<file path="src/rtl/qrf_pkg.sv">
// qrf_pkg: widths, limits and shared types of the qr finder row scanner
// no dependencies; used by the stream interfaces and by qr_finder_row_scan
package qrf_pkg;

    // image limits
    localparam int MAX_WIDTH = 4096;
    localparam int MAX_ROWS  = 4096;

    // field widths fixed by the stream formats
    localparam int PIX_W      = 8;
    localparam int ROW_OUT_W  = 12;
    localparam int COL_OUT_W  = 12;
    localparam int WIDTH_OUT_W = 13;

    // internal widths derived from the limits
    localparam int COL_W = $clog2(MAX_WIDTH + 1);   // column counter, holds MAX_WIDTH
    localparam int POS_W = $clog2(MAX_WIDTH);       // clamped pixel column
    localparam int ROW_W = $clog2(MAX_ROWS);        // row counter
    localparam int LEN_W = COL_W;                   // one run length, up to MAX_WIDTH
    localparam int SUM_W = LEN_W + 3;               // sum of five runs
    localparam int PROD_W = SUM_W + 6;              // scaled sums for the ratio test

    localparam int NUM_RUNS = 5;
    localparam int FILL_W   = 3;

    // proportion test constants for the 1:1:3:1:1 pattern
    localparam int RUN_SCALE  = 70;
    localparam int SIDE_LO    = 4;
    localparam int SIDE_HI    = 16;
    localparam int MID_LO     = 24;
    localparam int MID_HI     = 36;
    localparam int MIN_TOTAL  = 7;
    localparam int MID_RUN    = 2;

    localparam logic [PIX_W-1:0] THRESHOLD_RESET = 8'd127;

    typedef logic [NUM_RUNS-1:0][LEN_W-1:0] qrf_runs_t;

    // a closed dark run with a full window, waiting for the ratio test
    typedef struct packed {
        qrf_runs_t        runs;       // index 0 oldest, index 4 the closed run
        logic [COL_W-1:0] close_col;  // column just past the closed run
        logic [ROW_W-1:0] row;
    } qrf_cand_t;

endpackage

</file>
<file path="src/rtl/qrf_stream_if.sv">
// qrf_stream_if: valid/ready channels for pixels in and finder results out
// depends on qrf_pkg for field widths
interface qrf_pixel_if;
    logic                      valid;
    logic                      ready;
    logic [qrf_pkg::PIX_W-1:0] pixel;
    logic                      end_of_row;
    logic                      end_of_frame;

    modport source (output valid, pixel, end_of_row, end_of_frame, input ready);
    modport sink   (input valid, pixel, end_of_row, end_of_frame, output ready);
endinterface

interface qrf_result_if;
    logic                            valid;
    logic                            ready;
    logic [qrf_pkg::ROW_OUT_W-1:0]   row_index;
    logic [qrf_pkg::COL_OUT_W-1:0]   center_col;
    logic [qrf_pkg::WIDTH_OUT_W-1:0] pattern_width;

    modport source (output valid, row_index, center_col, pattern_width, input ready);
    modport sink   (input valid, row_index, center_col, pattern_width, output ready);
endinterface

</file>
<file path="src/rtl/qr_finder_row_scan.sv">
// qr_finder_row_scan: row scanner for 1:1:3:1:1 finder patterns in a gray pixel stream
// depends on qrf_pkg and on the interfaces in qrf_stream_if.sv

// Takes one pixel per clock in raster order, unless stalled, and reports a finder
// candidate (row, center column, pattern width) whenever a dark run closes and the
// last five runs read dark-light-dark-light-dark in about 1:1:3:1:1 proportion.
// The block sustains one pixel per cycle unless back pressure stalls it. A pixel
// passes through an input register, a run-tracking stage that holds the
// candidate window and a ratio-test stage that holds the result, and its result
// is valid on the output once it reaches the last of these. At most one result
// comes from a pixel. Back pressure on the result channel stalls the stages only
// as far as they are full.
module qr_finder_row_scan (
    input  logic                      clk,
    input  logic                      rst_n,
    input  logic                      cfg_we,
    input  logic [qrf_pkg::PIX_W-1:0] cfg_wdata,
    qrf_pixel_if.sink                 pixel_stream,
    qrf_result_if.source              finder_stream
);

    // shift a new run length into the window, oldest falls out
    function automatic qrf_pkg::qrf_runs_t shift_in(input qrf_pkg::qrf_runs_t win,
                                                    input logic [qrf_pkg::LEN_W-1:0] len);
        qrf_pkg::qrf_runs_t res;
        res = {len, win[qrf_pkg::NUM_RUNS-1:1]};
        return res;
    endfunction

    // configuration
    logic [qrf_pkg::PIX_W-1:0] threshold_reg;

    // input register stage
    logic                      s1_valid_reg;
    logic [qrf_pkg::PIX_W-1:0] s1_pixel_reg;
    logic                      s1_eor_reg;
    logic                      s1_eof_reg;

    // row tracking state
    logic [qrf_pkg::COL_W-1:0]  col_reg;
    logic [qrf_pkg::ROW_W-1:0]  row_reg;
    logic [qrf_pkg::POS_W-1:0]  run_start_reg;
    logic                       cur_dark_reg;
    qrf_pkg::qrf_runs_t         runs_reg;
    logic [qrf_pkg::FILL_W-1:0] filled_reg;

    // candidate stage
    logic               cand_valid_reg;
    qrf_pkg::qrf_cand_t cand_reg;

    // result stage
    logic                            out_valid_reg;
    logic [qrf_pkg::ROW_OUT_W-1:0]   out_row_reg;
    logic [qrf_pkg::COL_OUT_W-1:0]   out_col_reg;
    logic [qrf_pkg::WIDTH_OUT_W-1:0] out_width_reg;

    // stage flow control
    logic s3_load;
    logic s2_ready;
    logic s1_ready;
    logic s1_advance;

    assign s3_load    = !out_valid_reg || finder_stream.ready;
    assign s2_ready   = !cand_valid_reg || s3_load;
    assign s1_ready   = !s1_valid_reg || s2_ready;
    assign s1_advance = s1_valid_reg && s2_ready;

    assign pixel_stream.ready = s1_ready;

    // threshold register
    always_ff @(posedge clk or negedge rst_n)
    begin
        if (!rst_n)
        begin
            threshold_reg <= qrf_pkg::THRESHOLD_RESET;
        end
        else if (cfg_we)
        begin
            threshold_reg <= cfg_wdata;
        end
    end

    // input register
    always_ff @(posedge clk or negedge rst_n)
    begin
        if (!rst_n)
        begin
            s1_valid_reg <= 1'b0;
        end
        else if (s1_ready)
        begin
            s1_valid_reg <= pixel_stream.valid;
        end
    end

    always_ff @(posedge clk)
    begin
        if (s1_ready && pixel_stream.valid)
        begin
            s1_pixel_reg <= pixel_stream.pixel;
            s1_eor_reg   <= pixel_stream.end_of_row || pixel_stream.end_of_frame;
            s1_eof_reg   <= pixel_stream.end_of_frame;
        end
    end

    // run tracking: up to two run closes per pixel
    logic                       dark;
    logic                       col_zero;
    logic [qrf_pkg::POS_W-1:0]  pos;
    logic [qrf_pkg::COL_W-1:0]  pos_plus;
    logic                       close_a;
    logic [qrf_pkg::LEN_W-1:0]  len_a;
    logic [qrf_pkg::LEN_W-1:0]  len_b;
    qrf_pkg::qrf_runs_t         win1;
    qrf_pkg::qrf_runs_t         win2;
    logic [qrf_pkg::FILL_W-1:0] filled1;
    logic [qrf_pkg::FILL_W-1:0] filled2;
    logic [qrf_pkg::POS_W-1:0]  rs1;
    logic                       hit_a;
    logic                       hit_b;
    logic                       cand_hit;
    qrf_pkg::qrf_cand_t         cand_next;
    logic [qrf_pkg::COL_W-1:0]  col_next;
    logic [qrf_pkg::ROW_W-1:0]  row_next;
    logic [qrf_pkg::POS_W-1:0]  run_start_next;
    qrf_pkg::qrf_runs_t         runs_next;
    logic [qrf_pkg::FILL_W-1:0] filled_next;

    always_comb
    begin
        dark     = s1_pixel_reg <= threshold_reg;
        col_zero = col_reg == '0;
        if (col_reg >= qrf_pkg::COL_W'(qrf_pkg::MAX_WIDTH))
        begin
            pos = qrf_pkg::POS_W'(qrf_pkg::MAX_WIDTH - 1);
        end
        else
        begin
            pos = col_reg[qrf_pkg::POS_W-1:0];
        end
        pos_plus = qrf_pkg::COL_W'(pos) + qrf_pkg::COL_W'(1);

        // close on a change of color
        close_a = !col_zero && (dark != cur_dark_reg);
        len_a   = qrf_pkg::LEN_W'(pos) - qrf_pkg::LEN_W'(run_start_reg);
        if (close_a)
        begin
            win1    = shift_in(runs_reg, len_a);
            filled1 = (filled_reg == qrf_pkg::FILL_W'(qrf_pkg::NUM_RUNS)) ? filled_reg
                                                                         : filled_reg + 1'b1;
            rs1     = pos;
        end
        else
        begin
            win1    = runs_reg;
            filled1 = col_zero ? '0 : filled_reg;
            rs1     = col_zero ? '0 : run_start_reg;
        end
        hit_a = close_a && cur_dark_reg && (filled1 == qrf_pkg::FILL_W'(qrf_pkg::NUM_RUNS));

        // close at the end of the row, the open run now has the pixel's color
        len_b   = pos_plus - qrf_pkg::LEN_W'(rs1);
        win2    = shift_in(win1, len_b);
        filled2 = (filled1 == qrf_pkg::FILL_W'(qrf_pkg::NUM_RUNS)) ? filled1 : filled1 + 1'b1;
        hit_b   = s1_eor_reg && dark && (filled2 == qrf_pkg::FILL_W'(qrf_pkg::NUM_RUNS));

        // the two closes are of opposite colors, so only one can hit
        cand_hit      = hit_a || hit_b;
        cand_next.row = row_reg;
        if (hit_b)
        begin
            cand_next.runs      = win2;
            cand_next.close_col = pos_plus;
        end
        else
        begin
            cand_next.runs      = win1;
            cand_next.close_col = qrf_pkg::COL_W'(pos);
        end

        // next row state
        if (s1_eor_reg)
        begin
            col_next       = '0;
            run_start_next = '0;
            filled_next    = '0;
            runs_next      = win2;
            if (s1_eof_reg)
            begin
                row_next = '0;
            end
            else if (row_reg < qrf_pkg::ROW_W'(qrf_pkg::MAX_ROWS - 1))
            begin
                row_next = row_reg + 1'b1;
            end
            else
            begin
                row_next = row_reg;
            end
        end
        else
        begin
            col_next       = (col_reg < qrf_pkg::COL_W'(qrf_pkg::MAX_WIDTH)) ? col_reg + 1'b1
                                                                            : col_reg;
            run_start_next = rs1;
            filled_next    = filled1;
            runs_next      = win1;
            row_next       = row_reg;
        end
    end

    // row state registers
    always_ff @(posedge clk or negedge rst_n)
    begin
        if (!rst_n)
        begin
            col_reg       <= '0;
            row_reg       <= '0;
            run_start_reg <= '0;
            cur_dark_reg  <= 1'b0;
            runs_reg      <= '0;
            filled_reg    <= '0;
        end
        else if (s1_advance)
        begin
            col_reg       <= col_next;
            row_reg       <= row_next;
            run_start_reg <= run_start_next;
            cur_dark_reg  <= dark;
            runs_reg      <= runs_next;
            filled_reg    <= filled_next;
        end
    end

    // candidate register
    always_ff @(posedge clk or negedge rst_n)
    begin
        if (!rst_n)
        begin
            cand_valid_reg <= 1'b0;
        end
        else if (s2_ready)
        begin
            cand_valid_reg <= s1_valid_reg && cand_hit;
        end
    end

    always_ff @(posedge clk)
    begin
        if (s1_advance && cand_hit)
        begin
            cand_reg <= cand_next;
        end
    end

    // ratio test on the candidate window
    logic [qrf_pkg::SUM_W-1:0]  total;
    logic [qrf_pkg::PROD_W-1:0] scaled;
    logic [qrf_pkg::PROD_W-1:0] bound_lo;
    logic [qrf_pkg::PROD_W-1:0] bound_hi;
    logic                       ratio_ok;
    logic [qrf_pkg::COL_W-1:0]  center;

    always_comb
    begin
        total = '0;
        for (int i = 0; i < qrf_pkg::NUM_RUNS; i++)
        begin
            total = total + qrf_pkg::SUM_W'(cand_reg.runs[i]);
        end
        ratio_ok = total >= qrf_pkg::SUM_W'(qrf_pkg::MIN_TOTAL);
        scaled   = '0;
        bound_lo = '0;
        bound_hi = '0;
        for (int i = 0; i < qrf_pkg::NUM_RUNS; i++)
        begin
            scaled = qrf_pkg::PROD_W'(cand_reg.runs[i]) * qrf_pkg::PROD_W'(qrf_pkg::RUN_SCALE);
            if (i == qrf_pkg::MID_RUN)
            begin
                bound_lo = qrf_pkg::PROD_W'(total) * qrf_pkg::PROD_W'(qrf_pkg::MID_LO);
                bound_hi = qrf_pkg::PROD_W'(total) * qrf_pkg::PROD_W'(qrf_pkg::MID_HI);
            end
            else
            begin
                bound_lo = qrf_pkg::PROD_W'(total) * qrf_pkg::PROD_W'(qrf_pkg::SIDE_LO);
                bound_hi = qrf_pkg::PROD_W'(total) * qrf_pkg::PROD_W'(qrf_pkg::SIDE_HI);
            end
            if (scaled < bound_lo || scaled > bound_hi)
            begin
                ratio_ok = 1'b0;
            end
        end
        center = cand_reg.close_col - cand_reg.runs[4] - cand_reg.runs[3]
                 - (cand_reg.runs[qrf_pkg::MID_RUN] >> 1);
    end

    // result register
    always_ff @(posedge clk or negedge rst_n)
    begin
        if (!rst_n)
        begin
            out_valid_reg <= 1'b0;
        end
        else if (s3_load)
        begin
            out_valid_reg <= cand_valid_reg && ratio_ok;
        end
    end

    always_ff @(posedge clk)
    begin
        if (s3_load && cand_valid_reg)
        begin
            out_row_reg   <= qrf_pkg::ROW_OUT_W'(cand_reg.row);
            out_col_reg   <= qrf_pkg::COL_OUT_W'(center);
            out_width_reg <= qrf_pkg::WIDTH_OUT_W'(total);
        end
    end

    assign finder_stream.valid         = out_valid_reg;
    assign finder_stream.row_index     = out_row_reg;
    assign finder_stream.center_col    = out_col_reg;
    assign finder_stream.pattern_width = out_width_reg;

    // run window never counts past five
    assert property (@(posedge clk) disable iff (!rst_n)
        filled_reg <= qrf_pkg::FILL_W'(qrf_pkg::NUM_RUNS))
        else $error("run fill count beyond five");

    // the open run never starts past the current column
    assert property (@(posedge clk) disable iff (!rst_n)
        qrf_pkg::COL_W'(run_start_reg) <= col_reg)
        else $error("run start past column count");

    // a row end returns the column counter to zero
    assert property (@(posedge clk) disable iff (!rst_n)
        s1_advance && s1_eor_reg |=> col_reg == '0)
        else $error("column count not cleared at end of row");

    // a candidate only comes from a full window
    assert property (@(posedge clk) disable iff (!rst_n)
        s1_advance && cand_hit |-> filled2 == qrf_pkg::FILL_W'(qrf_pkg::NUM_RUNS)
                                   || filled1 == qrf_pkg::FILL_W'(qrf_pkg::NUM_RUNS))
        else $error("candidate raised on a partial window");

endmodule

</file>
<file path="src/flat_wrapper.sv">
// flat-port wrapper written by rule: the top's interface ports become plain ports
module qr_finder_row_scan_flat 
  (clk, rst_n, cfg_we, cfg_wdata, pixel_stream_valid, pixel_stream_pixel, pixel_stream_end_of_row, pixel_stream_end_of_frame, pixel_stream_ready, finder_stream_valid, finder_stream_row_index, finder_stream_center_col, finder_stream_pattern_width, finder_stream_ready);
  qrf_pixel_if pixel_stream_i ();
  qrf_result_if finder_stream_i ();
  input  logic clk;
  input  logic rst_n;
  input  logic cfg_we;
  input  logic [qrf_pkg::PIX_W-1:0] cfg_wdata;
  input wire logic [$bits(pixel_stream_i.valid)-1:0] pixel_stream_valid;
  input wire logic [$bits(pixel_stream_i.pixel)-1:0] pixel_stream_pixel;
  input wire logic [$bits(pixel_stream_i.end_of_row)-1:0] pixel_stream_end_of_row;
  input wire logic [$bits(pixel_stream_i.end_of_frame)-1:0] pixel_stream_end_of_frame;
  output wire logic [$bits(pixel_stream_i.ready)-1:0] pixel_stream_ready;
  output wire logic [$bits(finder_stream_i.valid)-1:0] finder_stream_valid;
  output wire logic [$bits(finder_stream_i.row_index)-1:0] finder_stream_row_index;
  output wire logic [$bits(finder_stream_i.center_col)-1:0] finder_stream_center_col;
  output wire logic [$bits(finder_stream_i.pattern_width)-1:0] finder_stream_pattern_width;
  input wire logic [$bits(finder_stream_i.ready)-1:0] finder_stream_ready;
  assign pixel_stream_i.valid = pixel_stream_valid;
  assign pixel_stream_i.pixel = pixel_stream_pixel;
  assign pixel_stream_i.end_of_row = pixel_stream_end_of_row;
  assign pixel_stream_i.end_of_frame = pixel_stream_end_of_frame;
  assign pixel_stream_ready = pixel_stream_i.ready;
  assign finder_stream_valid = finder_stream_i.valid;
  assign finder_stream_row_index = finder_stream_i.row_index;
  assign finder_stream_center_col = finder_stream_i.center_col;
  assign finder_stream_pattern_width = finder_stream_i.pattern_width;
  assign finder_stream_i.ready = finder_stream_ready;
  qr_finder_row_scan u_core (.clk(clk), .rst_n(rst_n), .cfg_we(cfg_we), .cfg_wdata(cfg_wdata), .pixel_stream(pixel_stream_i), .finder_stream(finder_stream_i));
endmodule
</file>
<file path="config.mk">
export PLATFORM = sky130hd
export DESIGN_NAME = qr_finder_row_scan_flat
export DESIGN_NICKNAME = d
export VERILOG_FILES = /design/src/rtl/qrf_pkg.sv /design/src/rtl/qrf_stream_if.sv /design/src/rtl/qr_finder_row_scan.sv /design/src/flat_wrapper.sv
export SDC_FILE = /design/constraint.sdc
export NUM_CORES = 1
export LEC_CHECK = 0
export BUFFER_PORTS_ARGS = -buffer_cell sky130_fd_sc_hd__buf_2
export CORE_ASPECT_RATIO = 0.75
export CORE_MARGIN = 2
export CORE_UTILIZATION = 58
export CTS_CLUSTER_DIAMETER = 80
export DETAILED_ROUTE_END_ITERATION = 10
export HOLD_SLACK_MARGIN = 0.12
export PLACE_DENSITY = 0.84
export SYNTH_ARGS = -nofsm -noshare
export SYNTH_HDL_FRONTEND = slang
export SYNTH_SLANG_ARGS = --single-unit
</file>
<file path="constraint.sdc">
create_clock -name clk -period 13.6 [get_ports clk]
set_input_delay 0.68 -clock clk [delete_from_list [all_inputs] [get_ports clk]]
set_output_delay 0.68 -clock clk [all_outputs]
set_load 0.05 [all_outputs]
</file>
# ---- Word level (Yosys, flattened, before mapping)
# Cells that the tools add are included.
dict set report word_totals {
  reg_bits 253
  wordCells 118
  inputBits 23
  out_inout_bits 39
}
dict set report op_classes {
  reduce_logical 30
  n_mul 7
  order_cmp 15
  n_eq_ne 4
  n_addsub 14
  n_mux 21
}
# operator count
set ops {}
lappend ops {{2-to-1 mux 65 bit} 2}
lappend ops {{multiplier 13 x 6 -> 19 bit, second input constant} 5}
lappend ops {{> comparator 20 bit} 4}
lappend ops {{less-than comparator 20 x 18 -> 1 bit} 4}
lappend ops {{2-to-1 mux 78 bit} 1}
lappend ops {{2-to-1 mux 12 bit} 6}
lappend ops {{adder 16 x 13 -> 16 bit} 3}
lappend ops {{subtractor 12 bit} 3}
lappend ops {{2-to-1 mux 13 bit} 2}
lappend ops {{> comparator 20 x 22 -> 1 bit} 1}
lappend ops {{less-than comparator 20 x 21 -> 1 bit} 1}
lappend ops {{multiplier 16 x 4 -> 20 bit, second input constant} 1}
lappend ops {{multiplier 16 x 2 -> 18 bit, second input constant} 1}
lappend ops {{>= comparator 16 x 3 -> 1 bit, second input constant} 1}
lappend ops {{2-to-1 mux 3 bit} 5}
lappend ops {{adder 13 x 13 -> 14 bit} 1}
lappend ops {{adder 12 x 1 -> 13 bit, second input constant} 1}
lappend ops {{adder 13 x 1 -> 13 bit, second input constant} 1}
lappend ops {{>= comparator 13 bit, second input constant} 1}
lappend ops {{zero test 13 bit} 1}
lappend ops {{less-than comparator 13 bit, second input constant} 1}
lappend ops {{subtractor 12 x 12 -> 13 bit} 1}
lappend ops {{subtractor 13 x 12 -> 13 bit} 1}
lappend ops {{adder 12 x 1 -> 12 bit, second input constant} 1}
lappend ops {{12 further kinds} 42}

# ---- Logic depth before layout (Yosys ltp)
dict set report depth {
  word_depth 12
  mapped_depth 40
  depth_no_buf 39
}

# ---- Worst setup path after synthesis
# OpenSTA, ideal clock, no wires.
dict set report synth_path {
  path_type {register to register}
  startpoint {register u_core.threshold_reg[1] (netlist bit)}
  endpoint {register u_core.cand_reg[0] (netlist bit) (enable)}
  stages_incl_launch_ff 18
  setup_ns 0.538
  path_slack_ns 5.811
  t_arrival_ns 7.251
  path_cell_list {dfstp_2 inv_1 ha_1 nor2b_1 o211ai_1 a21o_1 a311oi_2 a211oi_2 o21ai_0 inv_1 ha_1 o311a_1 a2bb2oi_1 o41a_4 buf_6 buf_2 and2_1 nor2_1}
}
dict set report synth_via {
  elab_chain_len 10
}
# item line
set synth_lines {}
lappend synth_lines {{start, declared} qr_finder_row_scan.sv:31} ;# logic [qrf_pkg::PIX_W-1:0] threshold_reg;
lappend synth_lines {{start signal, assigned} qr_finder_row_scan.sv:75} ;# threshold_reg <= qrf_pkg::THRESHOLD_RESET;
lappend synth_lines {{start signal, assigned} qr_finder_row_scan.sv:79} ;# threshold_reg <= cfg_wdata;
lappend synth_lines {{less-or-equal comparator 8 bit *} qr_finder_row_scan.sv:131} ;# dark = s1_pixel_reg <= threshold_reg;
lappend synth_lines {{inequality test 1 bit} qr_finder_row_scan.sv:144} ;# close_a = !col_zero && (dark != cur_dark_reg);
lappend synth_lines {{logical AND 1 bit} qr_finder_row_scan.sv:144}
lappend synth_lines {{2-to-1 mux 3 bit} qr_finder_row_scan.sv:146} ;# if (close_a)
lappend synth_lines {{adder 3 x 1 -> 3 bit or == test 3 bit (tied branches)} {qr_finder_row_scan.sv:164, qr_finder_row_scan.sv:159}}
lappend synth_lines {{2-to-1 mux 3 bit} qr_finder_row_scan.sv:164} ;# filled2 = (filled1 == qrf_pkg::FILL_W'(qrf_pkg::NUM_RUNS)) ? filled1 : filled1 + 1'b1;
lappend synth_lines {{== test 3 bit} qr_finder_row_scan.sv:165} ;# hit_b = s1_eor_reg && dark && (filled2 == qrf_pkg::FILL_W'(qrf_pkg::NUM_RUNS));
lappend synth_lines {{logical AND 1 bit} qr_finder_row_scan.sv:165}
lappend synth_lines {{logical OR 1 bit *} qr_finder_row_scan.sv:168} ;# cand_hit = hit_a || hit_b;
lappend synth_lines {{logical AND 1 bit *} qr_finder_row_scan.sv:250} ;# if (s1_advance && cand_hit)
lappend synth_lines {{end signal, assigned} qr_finder_row_scan.sv:252} ;# cand_reg <= cand_next;
lappend synth_lines {{end, declared} qr_finder_row_scan.sv:49} ;# qrf_pkg::qrf_cand_t cand_reg;
# Every way passes the cells marked *; elsewhere a longest branch is shown, timed or not.
# A chain may end at the register's enable or synchronous reset.

# ---- Worst setup path after layout
dict set report layout_path {
  startpoint {register u_core.cand_reg[26] (netlist bit)}
  endpoint {register u_core.out_valid_reg, in the netlist u_core.finder_stream.valid}
}
dict set report layout_via {
  elab_chain_len 12
}
# item line
set layout_lines {}
lappend layout_lines {{adder 13 x 13 -> 14 bit *} qr_finder_row_scan.sv:269} ;# total = total + qrf_pkg::SUM_W'(cand_reg.runs[i]);
lappend layout_lines {{adder 16 x 13 -> 16 bit * (3 in a row)} qr_finder_row_scan.sv:269}
lappend layout_lines {{via u_core.bound_hi (one bit)} qr_finder_row_scan.sv:260} ;# logic [qrf_pkg::PROD_W-1:0] bound_hi;
lappend layout_lines {{branches (longest 6 deep; another with > comparator 20 x 22 -> 1 bit)} n/a}
lappend layout_lines {{2-to-1 mux 1 bit *} qr_finder_row_scan.sv:288} ;# if (scaled < bound_lo || scaled > bound_hi)
lappend layout_lines {{logical AND 1 bit *} qr_finder_row_scan.sv:306} ;# out_valid_reg <= cand_valid_reg && ratio_ok;
lappend layout_lines {{end signal, assigned} qr_finder_row_scan.sv:306}
lappend layout_lines {{end, declared} qr_finder_row_scan.sv:52} ;# logic out_valid_reg;
# Mark *: on every way through the listed nets, which the timed path passes.

==> flow_summary.toml <==
[sta]
setup_tns_ns = 0
min_period_ns = 8.834
setup_ws_ns = 4.766
clock_skew_ns = 0.03630
fmax_ghz = 0.1132
worstMarginPinSlew_ns = 1.230
hold_viol_final = 0
slew_viol_final = 0
slew_headroom_pct = 17.81
period_share_pct = 64.96
finalSetupViolations = 0
rsz0062_at_grt = "no"

[worst_setup_path]
cpPeakStageDelay_ns = 0.61
cp-start-kind = "flop"
crit_fanout = 9
r2r_cells = 36
cp-endpoint = "u_core.finder_stream.valid"
crit_path_start = "u_core.cand_reg[26]"
end_kind = "flop"
timing.rr.start = "u_core.cand_reg[26]"
r2r-end = "u_core.finder_stream.valid"
cp_slowest_cell = "xnor2_1"
crit_type = "reg -> reg"
worstPathRequired_ns = 14.08
rrSetupSlack_ns = 4.77
cp.arrival_ns = 9.31

[floorplan]
top_level_ports = 62
die_h_um = 190.2
start_util_pct = 58.49
rows = 68
die_x_um = 252.3
core-area_um2 = 45860
die_area_um2 = 48000

[yosys]
syn_area_per_cell_um2 = 9.136
ys_seq_elements = 253
ys_top_cells_by_area = "ha_1 23%, edfxtp_1 15%, dfrtp_1 10%, fa_1 7.3%, inv_1 6.1%"
ys_warn_count = 0
synth_top_area_share_pct = 22.72
ys_top_cells_by_count = "487 x ha_1, 435 x inv_1, 179 x a21oi_1"
async_flop_share_pct = 46.25
yosysSeqAreaShare_pct = 26.17
synth_top_area_cell = "ha_1"
ys_types = 80
syn_nets = 3544
synth-edff-count = 136
syn_inst = 2936
yosysMostFrequentCell = "ha_1"
ys.flop_type = "edfxtp_1"
syn_area_um2 = 26820

[job]
cap_violations = 0

[clock_tree]
cts-resized-gates = 0
cts_inserted_buffers = 28
cts_hold_buf = 0
h-tree-depth = 1
root_buffer = "clkbuf_16"
clock_sinks = 253
clock_latency_ns = 0.59
clk_pin_slew_ns = 0.06
post_cts_buffers = 0
clockBufferDepth = 3
cts_tree = "yes"

[drt]
vias = 22570
drt-pass1-iter-count = 6
wl_per_cell_um = 20.45
antenna_left = 0
first_iter_violations = 2335
drc = 0
vias_per_cell = 6.301
wl_um = 73240

[cells_and_area]
finish.utilization_pct = 62.66
largest_reg_flops = 89
multi_input_area_um2 = 17860
drive_above_1_share_pct = 6.966
area_growth_syn_to_layout_pct = 7.128
seq_area_um2 = 7020
nets = 3572
fill_cells = 3664

[placed_design]
hpwl_um = 56490
place_ws_ns = 4.926
numPortBuffers = 61
gp_congestion = 0.9709

[pwr]
ir_worst_vdd_uv = 116.9
power_frac_clock_pct = 18.6
p_sw_share_pct = 44.16
p_sw_uw = 1997
leakage_uw = 0.01352
p_per_area_nw_per_um2 = 157.4
p_comb_share_pct = 56.4
p_seq_share_pct = 25.1
p_int_uw = 2526

[worst_hold_path]
worstHoldPathType = "in -> async"

[global_route]
antenna_found_initial = 1
overflow = 0
first_global_vias = 21950
grt_pass1_wl_um = 116600
grt_max_degree = 95
grt_usage_pct = 30.56

[outcome]
status = "finished, final reports clean"
[layout by cell type (no fill, tap or decap), types with 7 or more instances in the layout]
| cell | instances |
|---|---|
| or3_1 | 40 |
| nor4_1 | 7 |
| o221a_2 | 36 |
| a2111oi_0 | 7 |
| nand4_1 | 30 |
| a221oi_1 | 11 |
| and3_1 | 15 |
| or2_2 | 13 |
| a211oi_1 | 24 |
| ha_1 | 487 |
| o21ai_0 | 157 |
| fa_1 | 98 |
| clkbuf_16 | 28 |
| o22ai_1 | 25 |
| o211ai_1 | 18 |
| nand2_1 | 174 |
| dfrtp_1 | 110 |
| and2_1 | 11 |
| dfstp_2 | 7 |
| nand3_1 | 37 |
| a21oi_1 | 177 |
| o22a_1 | 34 |
| mux2i_1 | 23 |
| xor2_1 | 43 |
| o31ai_1 | 12 |
| nor2b_1 | 32 |
| buf_2 | 60 |
| o21a_1 | 33 |
| xnor2_1 | 113 |
| buf_4 | 20 |
| nor2_1 | 177 |
| o2111ai_1 | 9 |
| nor3_1 | 77 |
| a21boi_0 | 8 |
| a21o_1 | 43 |
| edfxtp_1 | 136 |
| o21bai_1 | 19 |
| nand2b_1 | 30 |
| a31oi_1 | 41 |
| inv_1 | 435 |
[power by group through the flow]
stage	logic [uW]	registers (uW)	clock network [uW]
2_1_floorplan	1860	1090	0
3_3_place_gp	2370	1130	0
3_5_place_dp	2480	1140	0
4_1_cts	2500	1120	849
5_1_grt	2830	1140	878
6_report	2550	1130	840
[critical path: cells and delay by family (launching register included)]
| kind | cells | cell delay (ns) |
|---|---|---|
| AOI/OAI and AO/OA | 20 | 3.64 |
| adders and majority gates | 6 | 2.29 |
| xor gates and xnor gates | 3 | 0.93 |
| and+or+nand+nor | 5 | 0.86 |
| buffers and inverters | 2 | 0.52 |
| DFF | 1 | 0.49 |
[layer usage]
layer | share of wire, % | GRT usage [%]
met5 | 0.011 | 0
met4 | 3.3 | 9.012
met3 | 9.3 | 5.119
met2 | 44 | 48.85
met1 | 43 | 42.80
[cell families (layout without fill, tap and decap cells)]
kind of cell,after synthesis,after routing,share of synthesized area (%)
xor gates and xnor gates,157,157,5.196
muxes,28,28,1.068
buffers and inverters,518,568,7.393
AOI/OAI and AO/OA,724,724,18.10
other,0,1,0
and+or+nand+nor,671,671,12.03
DFF,253,253,26.17
adders and majority gates,585,585,30.03
[stage by stage]
stage          hold slack (ns)  total power [uW]  area [um2]  cells
2_1_floorplan           0.3844              2949       26820   2936
3_5_place_dp            0.4072              3612       27710   3529
5_1_grt                 0.2530              4853       28730   3581
3_3_place_gp            0.4044              3494       27710   3529
4_1_cts                 0.2280              4471       28730   3581
6_report                0.1978              4523       28740   3582
[final cells by class]
class / count / share of cell area (%)
flip-flops and latches: 253 / 24.43
inverters: 436 / 5.695
clock inverters: 20 / 1.036
repair buffers: 80 / 1.568
diodes: 1 / 0.008709
well taps: 595 / 2.591
clock buffers: 32 / 2.525
multi-input cells: 2165 / 62.14
[worst min path at each step]
| stage | startpoint | to | slack (ns) | depth (start not counted) |
|---|---|---|---|---|
| after CTS | rst_n | u_core.row_reg[4] | 0.23 | 1 |
| after floorplan | rst_n | u_core.cand_valid_reg | 0.38 | 0 |
| after detailed placement | u_core.cand_reg[0] | u_core.finder_stream.row_index[0] | 0.41 | 0 |
| after global routing | pixel_stream_pixel[0] | u_core.s1_pixel_reg[0] | 0.25 | 1 |
| after global placement | u_core.cand_reg[0] | u_core.finder_stream.row_index[0] | 0.40 | 0 |
| final | rst_n | u_core.row_reg[4] | 0.20 | 1 |
Power figures use the tool's default switching activity.
